[src/rtl/bspq_pkg.sv]
// ----------------------------------------------------------------------------
// bspq_pkg: shared types and constants of the bounded stable priority queue
// Holds the queue depth, the derived widths, the operation codes, the
// sequencer states and the packed beat types of both channels.
// ----------------------------------------------------------------------------
`default_nettype none

package bspq_pkg;

    localparam int DEPTH = 16;
    localparam int AW    = $clog2(DEPTH);
    localparam int CNT_W = $clog2(DEPTH + 1);

    localparam logic [1:0] OP_PUSH = 2'd0;
    localparam logic [1:0] OP_POP  = 2'd1;
    localparam logic [1:0] OP_PEEK = 2'd2;

    typedef enum logic [3:0] {
        S_IDLE,
        S_PUSH_RD,
        S_PUSH_CMP,
        S_POP_CAP,
        S_POP_RD,
        S_POP_WR,
        S_PEEK_CAP,
        S_RESP
    } t_state;

    typedef struct packed {
        logic [1:0]         op;
        logic signed [31:0] data_in;
        logic [7:0]         priority_in;
    } t_in_beat;

    typedef struct packed {
        logic               ok;
        logic signed [31:0] data_out;
        logic               is_empty;
        logic [4:0]         occupancy;
    } t_out_beat;

    typedef struct packed {
        logic signed [31:0] data;
        logic [7:0]         prio;
    } t_slot;

endpackage

`default_nettype wire

[src/rtl/bounded_stable_priority_queue.sv]
// ----------------------------------------------------------------------------
// bounded_stable_priority_queue: sorted priority queue with stable ties
// Keeps up to DEPTH words in a slot memory sorted by priority, highest at
// slot 0, equal priorities in arrival order. One sequencer drives a single
// read port, a single write port and one priority comparator.
// ----------------------------------------------------------------------------
//
//   channel | direction | handshake         | payload
//   --------+-----------+-------------------+------------------------------
//   input   | in        | i_valid / o_ready | i_in  (op, data_in, priority_in)
//   result  | out       | o_valid / i_ready | o_out (ok, data_out, is_empty,
//           |           |                   |        occupancy)
//
// One beat is taken at a time. A push moves each entry whose priority is
// below the new one a slot toward the tail, with a read and a compare state
// per entry, and writes the new entry into the slot left free. A pop
// captures the head, then moves each of the n entries left behind it up one
// slot with a read and a write state per entry. A peek captures the head;
// a failing or unknown operation goes straight to its result. The one memory
// read port sets these sequences. Each result then waits in its output
// register until i_ready takes it; a new input beat is taken only after that.
// Reset empties the queue at once; the slot memory needs no clearing pass,
// since only slots below the fill count are ever used.
// ----------------------------------------------------------------------------
`default_nettype none

module bounded_stable_priority_queue
    import bspq_pkg::*;
(
    input  wire logic      i_clk,
    input  wire logic      i_rst_n,
    input  wire logic      i_valid,
    output logic           o_ready,
    input  wire t_in_beat  i_in,
    output logic           o_valid,
    input  wire logic      i_ready,
    output t_out_beat      o_out
);

    // Slot memory: one write and one registered read per cycle.
    t_slot mem [DEPTH];

    t_state           r_state, n_state;
    logic [CNT_W-1:0] r_fill,  n_fill;
    logic [CNT_W-1:0] r_idx,   n_idx;
    t_in_beat         r_cmd,   n_cmd;
    t_out_beat        r_out,   n_out;
    t_slot            r_rd;

    logic             in_acc;
    logic             wr_en;
    logic [AW-1:0]    wr_addr;
    t_slot            wr_data;
    logic [AW-1:0]    rd_addr;
    logic [CNT_W-1:0] idx_m1;
    logic             shift_down;
    logic             push_full;
    logic             head_empty;
    t_slot            new_slot;

    assign o_ready    = (r_state == S_IDLE);
    assign o_valid    = (r_state == S_RESP);
    assign o_out      = r_out;
    assign in_acc     = i_valid && o_ready;
    assign idx_m1     = r_idx - 1'b1;
    assign push_full  = (r_fill == CNT_W'(DEPTH));
    assign head_empty = (r_fill == '0);
    assign new_slot   = '{data: r_cmd.data_in, prio: r_cmd.priority_in};

    // The shared comparator: an entry strictly below the new priority must
    // move one slot toward the tail; anything at or above it stays ahead.
    assign shift_down = (r_rd.prio < r_cmd.priority_in);

    // Next state.
    always_comb begin
        n_state = r_state;
        case (r_state)
            S_IDLE: begin
                if (in_acc) begin
                    if (i_in.op == OP_PUSH && !push_full) begin
                        n_state = S_PUSH_RD;
                    end else if (i_in.op == OP_POP && !head_empty) begin
                        n_state = S_POP_CAP;
                    end else if (i_in.op == OP_PEEK && !head_empty) begin
                        n_state = S_PEEK_CAP;
                    end else begin
                        n_state = S_RESP;
                    end
                end
            end
            S_PUSH_RD:  n_state = (r_idx == '0) ? S_RESP : S_PUSH_CMP;
            S_PUSH_CMP: n_state = shift_down ? S_PUSH_RD : S_RESP;
            S_POP_CAP:  n_state = S_POP_RD;
            S_POP_RD:   n_state = (r_idx >= r_fill) ? S_RESP : S_POP_WR;
            S_POP_WR:   n_state = S_POP_RD;
            S_PEEK_CAP: n_state = S_RESP;
            S_RESP:     n_state = i_ready ? S_IDLE : S_RESP;
            default:    n_state = S_IDLE;
        endcase
    end

    // Datapath and memory control.
    always_comb begin
        n_fill  = r_fill;
        n_idx   = r_idx;
        n_cmd   = r_cmd;
        n_out   = r_out;
        wr_en   = 1'b0;
        wr_addr = r_idx[AW-1:0];
        wr_data = new_slot;
        // Slot 0 is read by default, so the head is ready right after accept.
        rd_addr = '0;
        case (r_state)
            S_IDLE: begin
                if (in_acc) begin
                    n_cmd = i_in;
                    n_idx = r_fill;
                    n_out = '{ok: 1'b0, data_out: '0, is_empty: head_empty,
                              occupancy: 5'(r_fill)};
                end
            end
            S_PUSH_RD: begin
                if (r_idx == '0) begin
                    wr_en  = 1'b1;
                    n_fill = r_fill + 1'b1;
                    n_out  = '{ok: 1'b1, data_out: '0, is_empty: 1'b0,
                               occupancy: 5'(n_fill)};
                end else begin
                    rd_addr = idx_m1[AW-1:0];
                end
            end
            S_PUSH_CMP: begin
                wr_en = 1'b1;
                if (shift_down) begin
                    wr_data = r_rd;
                    n_idx   = idx_m1;
                end else begin
                    n_fill = r_fill + 1'b1;
                    n_out  = '{ok: 1'b1, data_out: '0, is_empty: 1'b0,
                               occupancy: 5'(n_fill)};
                end
            end
            S_POP_CAP: begin
                n_out.data_out = r_rd.data;
                n_idx          = CNT_W'(1);
            end
            S_POP_RD: begin
                if (r_idx >= r_fill) begin
                    n_fill = r_fill - 1'b1;
                    n_out  = '{ok: 1'b1, data_out: r_out.data_out,
                               is_empty: (n_fill == '0),
                               occupancy: 5'(n_fill)};
                end else begin
                    rd_addr = r_idx[AW-1:0];
                end
            end
            S_POP_WR: begin
                wr_en   = 1'b1;
                wr_addr = idx_m1[AW-1:0];
                wr_data = r_rd;
                n_idx   = r_idx + 1'b1;
            end
            S_PEEK_CAP: begin
                n_out = '{ok: 1'b1, data_out: r_rd.data, is_empty: 1'b0,
                          occupancy: 5'(r_fill)};
            end
            S_RESP: begin
            end
            default: begin
            end
        endcase
    end

    always_ff @(posedge i_clk) begin
        if (!i_rst_n) begin
            r_state <= S_IDLE;
            r_fill  <= '0;
        end else begin
            r_state <= n_state;
            r_fill  <= n_fill;
        end
    end

    always_ff @(posedge i_clk) begin
        r_idx <= n_idx;
        r_cmd <= n_cmd;
        r_out <= n_out;
    end

    always_ff @(posedge i_clk) begin
        if (wr_en) begin
            mem[wr_addr] <= wr_data;
        end
        r_rd <= mem[rd_addr];
    end

    // The fill count never passes the depth.
    a_fill_bound: assert property (@(posedge i_clk) disable iff (!i_rst_n)
        r_fill <= CNT_W'(DEPTH))
        else $error("fill count above depth");

    // The slot memory is written only while a push or a pop is at work.
    a_write_window: assert property (@(posedge i_clk) disable iff (!i_rst_n)
        wr_en |-> (r_state == S_PUSH_RD || r_state == S_PUSH_CMP ||
                   r_state == S_POP_WR))
        else $error("slot write outside push or pop");

    // A result beat reports empty exactly when its count is zero.
    a_empty_flag: assert property (@(posedge i_clk) disable iff (!i_rst_n)
        o_valid |-> (o_out.is_empty == (o_out.occupancy == 5'd0)))
        else $error("empty flag disagrees with occupancy");

    // The fill count changes only on the cycle a push or pop completes.
    a_fill_steady: assert property (@(posedge i_clk) disable iff (!i_rst_n)
        (r_state == S_RESP || r_state == S_IDLE) |=> $stable(r_fill) ||
            $past(r_state) == S_IDLE)
        else $error("fill count moved while no operation was at work");

endmodule

`default_nettype wire
[config.mk]
export PLATFORM = sky130hd
export DESIGN_NAME = bounded_stable_priority_queue
export DESIGN_NICKNAME = d
export VERILOG_FILES = /design/src/rtl/bspq_pkg.sv /design/src/rtl/bounded_stable_priority_queue.sv
export SDC_FILE = /design/constraint.sdc
export NUM_CORES = 1
export LEC_CHECK = 0
export BUFFER_PORTS_ARGS = -buffer_cell sky130_fd_sc_hd__buf_2
export CAP_MARGIN = 25
export CORE_MARGIN = 2
export CORE_UTILIZATION = 40
export CTS_BUF_LIST = sky130_fd_sc_hd__clkbuf_16
export DETAILED_ROUTE_END_ITERATION = 10
export SYNTH_ARGS = -nofsm -noshare
export SYNTH_HDL_FRONTEND = slang
export SYNTH_SLANG_ARGS = --single-unit
[constraint.sdc]
create_clock -name i_clk -period 4.6 [get_ports i_clk]
set_input_delay 1.38 -clock i_clk [delete_from_list [all_inputs] [get_ports i_clk]]
set_output_delay 1.38 -clock i_clk [all_outputs]
set_load 0.1 [all_outputs]
==> qor.csv, run 1 <==
stage,metric,value,unit
outcome,outcome,"complete, no violations",
grt,GRT Total Usage,20.0,%
yosys,Async SR Flop Fraction,0,%
run,reported max-cap violation count,0,
detailed_routing,DRT antenna net count,0,
sta,Final Cycle Share,86.2,%
sta,fin. max-slew vios,0,
hold_path,Worst Hold Path Cells,1,
setup_path,"Req. time, crit path",5070,ps
sta,Final Hold Viols,0,
setup_path,critical path class,reg -> reg,
cells_and_area,Fill cells,6598,
clocking,# clock sinks,772,
sta,Clock Skew,33.9,ps
cells_and_area,Final #Nets,2119,
yosys,top post-synthesis cells by count,"724 x edfxtp_1, 234 x and3_1, 124 x a211oi_1, 121 x o211ai_1, 115 x mux2_2",
sta,min Tclk post-route,3970,ps
pwr,LEAKAGE,12.3,nW
yosys,Most used DFF post-synth,edfxtp_1,
hold_path,Min-Delay Path Class,reg -> reg,
yosys,Post-synth EDFFs,724,
yosys,largest family of logic cells by synthesized area,compound AO/OA/AOI/OAI gates,
clocking,CTS tree,built,
setup_path,"Arr. time, crit path",4440,ps
sta,Max Freq,0.252,GHz
floorplan,io pins,87,
pwr,power per cell area,757,mW/mm^2
yosys,simple-gate share of the synthesized area,6.70,%
setup_path,R2R cell count,10,
floorplan,core area,0.0775,mm^2
placed_design,Placement Setup Slack,662,ps
detailed_routing,via count,18500,
yosys,Gate Count Post-Synth,1976,
placed_design,hpwl dp,40.9,mm
floorplan,Die ar.,0.0805,mm^2
grt,initial antenna violation count,3,
yosys,synthesized area,0.0313,mm^2
placed_design,port bufs,86,
placed_design,GPL Wtd Cong,0.812,
yosys,top cell type's share of synthesized area,69.5,%
yosys,cell with the most instances after synthesis,edfxtp_1,
sta,endpoints failing setup,0,
sta,unrepaired setup endpoints after global routing,false,
detailed_routing,Total Routed Length,81.3,mm
placed_design,placed cells,3010,
setup_path,crit path max fanout,62,
yosys,compound-gate portion of the synthesized area,11.7,%
yosys,mux contribution to synthesized area,5.45,%
floorplan,Initial Utilization,40.4,%
cells_and_area,Finished Cell Area,0.0360,mm^2
detailed_routing,drt pass-1 iters,5,
clocking,H-tree Lvls,3,
yosys,syn_nets,2042,
cells_and_area,ratio of cells with drive above 1 in the final layout,19.9,%
detailed_routing,vias per std cell,5.86,
grt,global route overflow,0,
yosys,"Seq/Total Area, Yosys",72.6,%
detailed_routing,# DRC,0,
grt,vias in the first global route,18400,
yosys,number of unique standard cell types used by synthesis,63,
floorplan,row cnt,102,
setup_path,Setup crit end kind,flop,
detailed_routing,DR iter-0 viols,1960,
yosys,syn_area_per_cell,15.8,um^2
cells_and_area,ant diodes,0,
clocking,PostCTS Resize Cnt,0,
clocking,"Clk Latency, worst-skew pair",640,ps
cells_and_area,Layout area overhead,14.9,%
pwr,total power,27.2,mW
sta,"Worst Setup Slack, final",634,ps
yosys,post-synth top area cell,edfxtp_1,
floorplan,Die Ht,284,um
clocking,clk slew on worst S/H paths,60,ps
clocking,TritonCTS buffer count,81,
sta,Post-Route Setup TNS,0,ps
setup_path,CP startpoint kind,flop,
grt,largest net degree at the start of global routing,201,
clocking,setup repair bufs after CTS,0,
clocking,hold_buf cts,0,
yosys,XOR/XNOR Fraction of Synth Area,0.308,%
floorplan,Die W,284,um
yosys,synth top area cells,"edfxtp_1 69%, and3_1 4.7%, mux2_2 4.1%, dfxtp_1 3.1%, a211oi_1 3.0%",
cells_and_area,final non-filler cell total,3155,
yosys,Synth Register Bits,772,
pwr,Peak supply drop,0.652,mV
yosys,Synth Area in Adders,0.800,%
detailed_routing,wire length per cell,25.8,um
sta,Worst-Margin Slew,1020,ps
sta,relative slew slack,32.0,%
clocking,Longest Clk Path Bufs,3,
yosys,Yosys warnings,0,
clocking,Root Buffer,clkbuf_16,
grt,first-pass GRT wire length,121,mm
placed_design,Placed Area,0.0334,mm^2
-- through the flow --
stage / hold WS (ps) / util [%]
2_1_floorplan: 531 / -
3_3_place_gp: 557 / 43.1
3_5_place_dp: 551 / 43.1
4_1_cts: 566 / 46.4
5_1_grt: 588 / 46.4
6_report: 562 / 46.4
-- layout make-up --
class                           instances  area (um^2)  area share (%)
Clock buffer                           83         2080            5.78
Clock inverter                         62          497            1.38
Inverter                               25         93.8           0.261
Multi-Input combinational cell       1021         8080            22.5
Sequential cell                       772        22700            63.1
Tap cell                             1040         1300            3.62
Timing Repair Buffer                  152         1200            3.35
-- worst max-delay path, stage by stage (launching register included) --
cell and delay, ps:
edfxtp_1 500, inv_1 290, ha_1 280, nand2b_1 150
a2111o_1 480, a2111o_2 580, nand2_8 460, buf_12 290
mux2_2 370, o211ai_1 230, o211ai_1 130
-- cells by family (layout without fill, tap and decap cells) --
kind of cell,Yosys count,in the layout
compound gates,466,466
xor+xnor,11,11
fa+ha+maj,20,20
buf+inv,183,322
flops,772,772
mux,156,156
simple gates,368,368
-- worst paths after layout --
path                            slack, ps         to      from
worst max register to register        630    r_rd[7]  r_idx[0]
worst max-delay path                  630    r_rd[7]  r_idx[0]
worst min register to register        560  o_out[15]  r_rd[17]
worst min-delay path                  560  o_out[15]  r_rd[17]
-- cells in the final DEF, fill, tap and decap left out, types with 22 or more instances in the layout --
cell type and count:
a2111o_1 42, a211o_1 80, a211oi_1 123, a21oi_1 24
and3_1 234, buf_12 22, buf_2 86, buf_4 43
clkbuf_16 83, dfxtp_1 47, edfxtp_1 724, inv_1 41
mux2_2 115, mux2i_1 41, nand2_1 32, nor2_1 32
o211ai_1 121, o21ai_0 24
-- registers in the layout, summed over array words and instances, names as in the netlist --
register  cells
r_idx         5
r_state       3
r_rd         40
o_out        39
mem         640
new_slot     40
r_fill        5
-- report_power, final --
part           internal, mW  switching [mW]
sequential             10.1           0.498
clock                  3.62            2.68
combinational          3.11            7.23
-- routing by layer --
metal	routed length (um)	global-route usage, %	vias to the layer above
met1	35200	27.6	9566
met2	38800	32.6	667
met3	5290	3.02	120
met5	0	0	-
met4	1890	6.18	0
li1	-	-	8126
Power figures use the tool's default switching activity.
==> inputs of run 2 (changes only) <==
MAX_ROUTING_LAYER = met4   (was default)
==> qor.csv, run 2 (synthesis gave the netlist of run 1 again) <==
stage,metric,value,unit
clocking,clk slew on worst S/H paths,60,ps
floorplan,Die ar.,0.0805,mm^2
setup_path,"Cell Chain, Critical Path","inv_1, ha_1, nand2b_1, a2111o_1, a2111o_2, nand2_8, buf_12, mux2_2, o211ai_1, o211ai_1",
placed_design,port bufs,86,
setup_path,Reg-to-Reg Start,r_idx[0],
pwr,LEAKAGE,12.3,nW
grt,met2 track utilization from global routing,32.5,%
detailed_routing,drt pass-1 iters,5,
cells_and_area,"commonest non-fill, non-tap cell in the layout",edfxtp_1,
clocking,"Clk Latency, worst-skew pair",640,ps
clocking,CTS tree,built,
placed_design,Placement Setup Slack,662,ps
grt,first-pass GRT wire length,121,mm
cells_and_area,ratio of cells with drive above 1 in the final layout,19.9,%
grt,GRT Max-Usage Layer,met2,
setup_path,most frequent CP cell,o211ai_1,
grt,GR Util met1,27.6,%
setup_path,RR Endpoint,r_rd[7],
grt,vias in the first global route,18400,
sta,endpoints failing setup,0,
floorplan,row cnt,102,
pwr,Peak supply drop,0.644,mV
hold_path,hold_sp,r_rd[17],
sta,"Worst Setup Slack, final",618,ps
setup_path,critical path's largest stage delay,580,ps
floorplan,Die Ht,284,um
sta,min Tclk post-route,3980,ps
cells_and_area,most frequent cells in the layout,"724 x edfxtp_1, 234 x and3_1, 123 x a211oi_1",
setup_path,"Req. time, crit path",5070,ps
grt,largest net degree at the start of global routing,201,
sta,Final Hold Viols,0,
floorplan,Die W,284,um
floorplan,Initial Utilization,40.4,%
clocking,setup repair bufs after CTS,0,
clocking,PostCTS Resize Cnt,0,
cells_and_area,Layout area overhead,14.9,%
clocking,H-tree Lvls,3,
detailed_routing,DR iter-0 viols,2036,
clocking,Root Buffer,clkbuf_16,
sta,Worst-Margin Slew,1020,ps
detailed_routing,wire length per cell,25.7,um
setup_path,crit path max fanout,62,
clocking,# clock sinks,772,
clocking,TritonCTS buffer count,81,
grt,global route overflow,0,
clocking,hold_buf cts,0,
pwr,power per cell area,756,mW/mm^2
setup_path,Worst R2R Setup Slack,620,ps
run,reported max-cap violation count,0,
setup_path,"Arr. time, crit path",4450,ps
hold_path,Hold EP,o_out[15],
cells_and_area,Final #Nets,2119,
setup_path,Crit-path slowest cell,a2111o_2,
sta,unrepaired setup endpoints after global routing,false,
cells_and_area,Top reg by flops,mem,
hold_path,Worst Hold Path Cells,1,
detailed_routing,vias per std cell,5.85,
detailed_routing,Total Routed Length,81.0,mm
floorplan,io pins,87,
pwr,total power,27.2,mW
sta,relative slew slack,31.6,%
outcome,outcome,"complete, no violations",
cells_and_area,Fill cells,6598,
sta,Max Freq,0.251,GHz
detailed_routing,# DRC,0,
sta,fin. max-slew vios,0,
placed_design,GPL Wtd Cong,0.824,
setup_path,CP startpoint kind,flop,
sta,Post-Route Setup TNS,0,ps
hold_path,Min-Delay Path Class,reg -> reg,
sta,Final Cycle Share,86.6,%
setup_path,Setup crit end kind,flop,
placed_design,hpwl dp,40.9,mm
floorplan,core area,0.0775,mm^2
cells_and_area,flip-flop count of the largest register after layout,640,
setup_path,R2R cell count,10,
cells_and_area,ant diodes,0,
setup_path,critical path class,reg -> reg,
grt,GRT Total Usage,20.6,%
detailed_routing,via count,18500,
clocking,Longest Clk Path Bufs,3,
sta,Clock Skew,31.5,ps
detailed_routing,DRT antenna net count,0,
grt,met3 Resource Use GR,3.02,%
grt,initial antenna violation count,3,
-- run 2: cell counts in the layout (fill, tap and decap cells not counted) --
No cell type changed its count.
-- run 2: layer usage --
metal / wire length [um] / up-vias
met4: 1950 / 0
met3: 5070 / 125
met1: 35200 / 9555
met5: 0 / -
met2: 38800 / 648
li1: - / 8126
-- run 2: where the power goes --
group / internal [mW] / leakage, nW / switching (mW) / total, mW
Clock: 3.62 / 1.32 / 2.67 / 6.29
Sequential: 10.1 / 6.98 / 0.498 / 10.6
Combinational: 3.11 / 4.00 / 7.22 / 10.3
Total: 16.8 / 12.3 / 10.4 / 27.2
-- run 2: how the worst max path moves through the flow --
stage	start	end	cells after the start
finish	r_idx[0]	r_rd[7]	10
global route	r_idx[0]	r_rd[3]	10
CTS	r_idx[0]	r_rd[7]	10
detailed placement	r_idx[0]	r_rd[14]	10
global placement	r_idx[0]	r_rd[7]	10
floorplan	r_state[2]	new_slot[0]	4
-- run 2: layout make-up --
cell class	instances	area [um^2]	share of cell area (%)
sequential	772	22700	63.1
multi-input combinational	1021	8080	22.5
clock buffer	83	2080	5.78
tap	1040	1300	3.62
timing repair buffer	152	1200	3.35
clock inverter	62	497	1.38
inverter	25	93.8	0.261
-- run 2: through the flow --
stage / utilization, % / hold slack [ps] / area (um^2) / std cells
after floorplan: - / 531 / 31300 / 1976
after global placement: 43.1 / 557 / 33400 / 3009
after detailed placement: 43.1 / 551 / 33400 / 3010
after CTS: 46.4 / 566 / 36000 / 3155
after global routing: 46.4 / 589 / 36000 / 3155
final: 46.4 / 562 / 36000 / 3155
-- run 2: critical path: cells and delay by family (launching register included) --
kind | cells | cell delay (ps)
DFF | 1 | 510
AOI/OAI and AO/OA | 4 | 1430
adders and majority gates | 1 | 280
buffers and inverters | 2 | 590
and+or+nand+nor | 2 | 620
muxes | 1 | 370
==> inputs of run 3 (changes only) <==
CORE_UTILIZATION = 50   (was 40)
PLACE_DENSITY = 0.66   (was default)
==> qor.csv, run 3 (synthesis gave the netlist of run 1 again) <==
stage,metric,value,unit
setup_path,"Req. time, crit path",3220,ps
floorplan,Die Ht,254,um
sta,Final Cycle Share,85.3,%
setup_path,crit path launch,r_state[1],
floorplan,Initial Utilization,50.6,%
outcome,outcome,"complete, no violations",
sta,"Worst Setup Slack, final",678,ps
cells_and_area,ratio of cells with drive above 1 in the final layout,19.8,%
floorplan,core area,0.0618,mm^2
setup_path,"Buf+Inv Stages, Crit Path",2,
cells_and_area,flip-flop count of the largest register after layout,640,
setup_path,Crit-path slowest cell,dfxtp_2,
detailed_routing,vias per std cell,6.25,
detailed_routing,via count,18500,
detailed_routing,wire length per cell,26.6,um
setup_path,Setup crit end kind,primary output,
cells_and_area,ant diodes,0,
cells_and_area,Top reg by flops,mem,
pwr,total power,27.0,mW
cells_and_area,Final Util,57.8,%
setup_path,critical path's largest stage delay,700,ps
setup_path,crit path max fanout,36,
pwr,Peak supply drop,0.463,mV
clocking,Longest Clk Path Bufs,3,
setup_path,critical path class,reg -> out,
placed_design,Placement Setup Slack,812,ps
cells_and_area,Finished Cell Area,0.0357,mm^2
hold_path,Min-Delay Path Class,reg -> reg,
clocking,clk slew on worst S/H paths,60,ps
placed_design,GPL Wtd Cong,0.853,
detailed_routing,Total Routed Length,78.6,mm
sta,endpoints failing setup,0,
sta,Worst-Margin Slew,1080,ps
clocking,Root Buffer,clkbuf_16,
run,reported max-cap violation count,0,
grt,largest net degree at the start of global routing,201,
clocking,setup repair bufs after CTS,0,
pwr,LEAKAGE,12.3,nW
sta,fin. max-slew vios,0,
clocking,hold_buf cts,0,
clocking,CTS tree,built,
setup_path,"Arr. time, crit path",2540,ps
floorplan,Die W,254,um
detailed_routing,# DRC,0,
grt,GRT Total Usage,25.3,%
placed_design,hpwl dp,40.2,mm
placed_design,Placed Area,0.0332,mm^2
grt,global route overflow,0,
grt,initial antenna violation count,1,
clocking,TritonCTS buffer count,78,
sta,min Tclk post-route,3920,ps
setup_path,critical path's top delay family,buffers and inverters,
cells_and_area,"commonest non-fill, non-tap cell in the layout",edfxtp_1,
setup_path,Reg-to-Reg Start,r_idx[0],
clocking,"Clk Latency, worst-skew pair",640,ps
setup_path,CP startpoint kind,flop,
cells_and_area,most frequent cells in the layout,"724 x edfxtp_1, 234 x and3_1, 123 x a211oi_1",
cells_and_area,Final #Nets,2125,
sta,Clock Skew,28.4,ps
pwr,power per cell area,757,mW/mm^2
clocking,# clock sinks,772,
detailed_routing,DR iter-0 viols,2080,
cells_and_area,Layout area overhead,14.1,%
grt,vias in the first global route,18300,
sta,relative slew slack,27.9,%
sta,unrepaired setup endpoints after global routing,false,
floorplan,io pins,87,
hold_path,hold_sp,r_rd[38],
setup_path,"Cell Chain, Critical Path","buf_4, nand2_1, nor2_1, buf_2",
grt,first-pass GRT wire length,117,mm
sta,Max Freq,0.255,GHz
clocking,PostCTS Resize Cnt,0,
floorplan,row cnt,91,
clocking,H-tree Lvls,3,
detailed_routing,drt pass-1 iters,6,
detailed_routing,DRT antenna net count,0,
sta,Final Hold Viols,0,
placed_design,port bufs,86,
floorplan,Die ar.,0.0646,mm^2
sta,Post-Route Setup TNS,0,ps
## run 3: final timing paths
| kind | endpoint | slack [ps] | cells after the start |
|---|---|---|---|
| worst min register to register | o_out[36] | 560 | 1 |
| worst max-delay path | o_valid | 680 | 4 |
| worst max register to register | r_rd[34] | 720 | 11 |
| worst min-delay path | o_out[36] | 560 | 1 |
## run 3: worst reg2reg max path, delay by kind of cell (launching register included)
kind / cells / cell delay [ps]
fa+ha+maj: 1 / 200
compound gates: 4 / 1030
flops: 1 / 500
buf+inv: 3 / 910
simple gates: 3 / 1190
## run 3: report_power, final
group / leakage [nW] / internal, mW / total, mW / switching [mW]
clock network: 1.28 / 3.47 / 6.10 / 2.62
registers: 6.98 / 10.1 / 10.5 / 0.470
logic: 4.07 / 3.18 / 10.4 / 7.21
## run 3: final cells by class
class                      count  area (um^2)
clock buffer                  79         1980
clock inverter                63          503
fill                        4603        26100
inverter                      25         93.8
multi-input combinational   1021         8080
sequential                   772        22700
tap                          837         1050
timing repair buffer         161         1310
## run 3: per-layer routing
layer / global-route usage, % / part of all wire [%] / vias up
met5: - / 0 / -
met1: 34.8 / 43 / 9431
met3: 3.86 / 7.3 / 160
li1: - / - / 8155
met4: 8.15 / 3.0 / 0
met2: 38.9 / 47 / 738
## run 3: through the flow
| step | cells | hold slack, ps |
|---|---|---|
| detailed placement | 2816 | 546 |
| finish | 2958 | 560 |
| global route | 2958 | 587 |
| floorplan | 1976 | 531 |
| global placement | 2816 | 537 |
| CTS | 2958 | 558 |
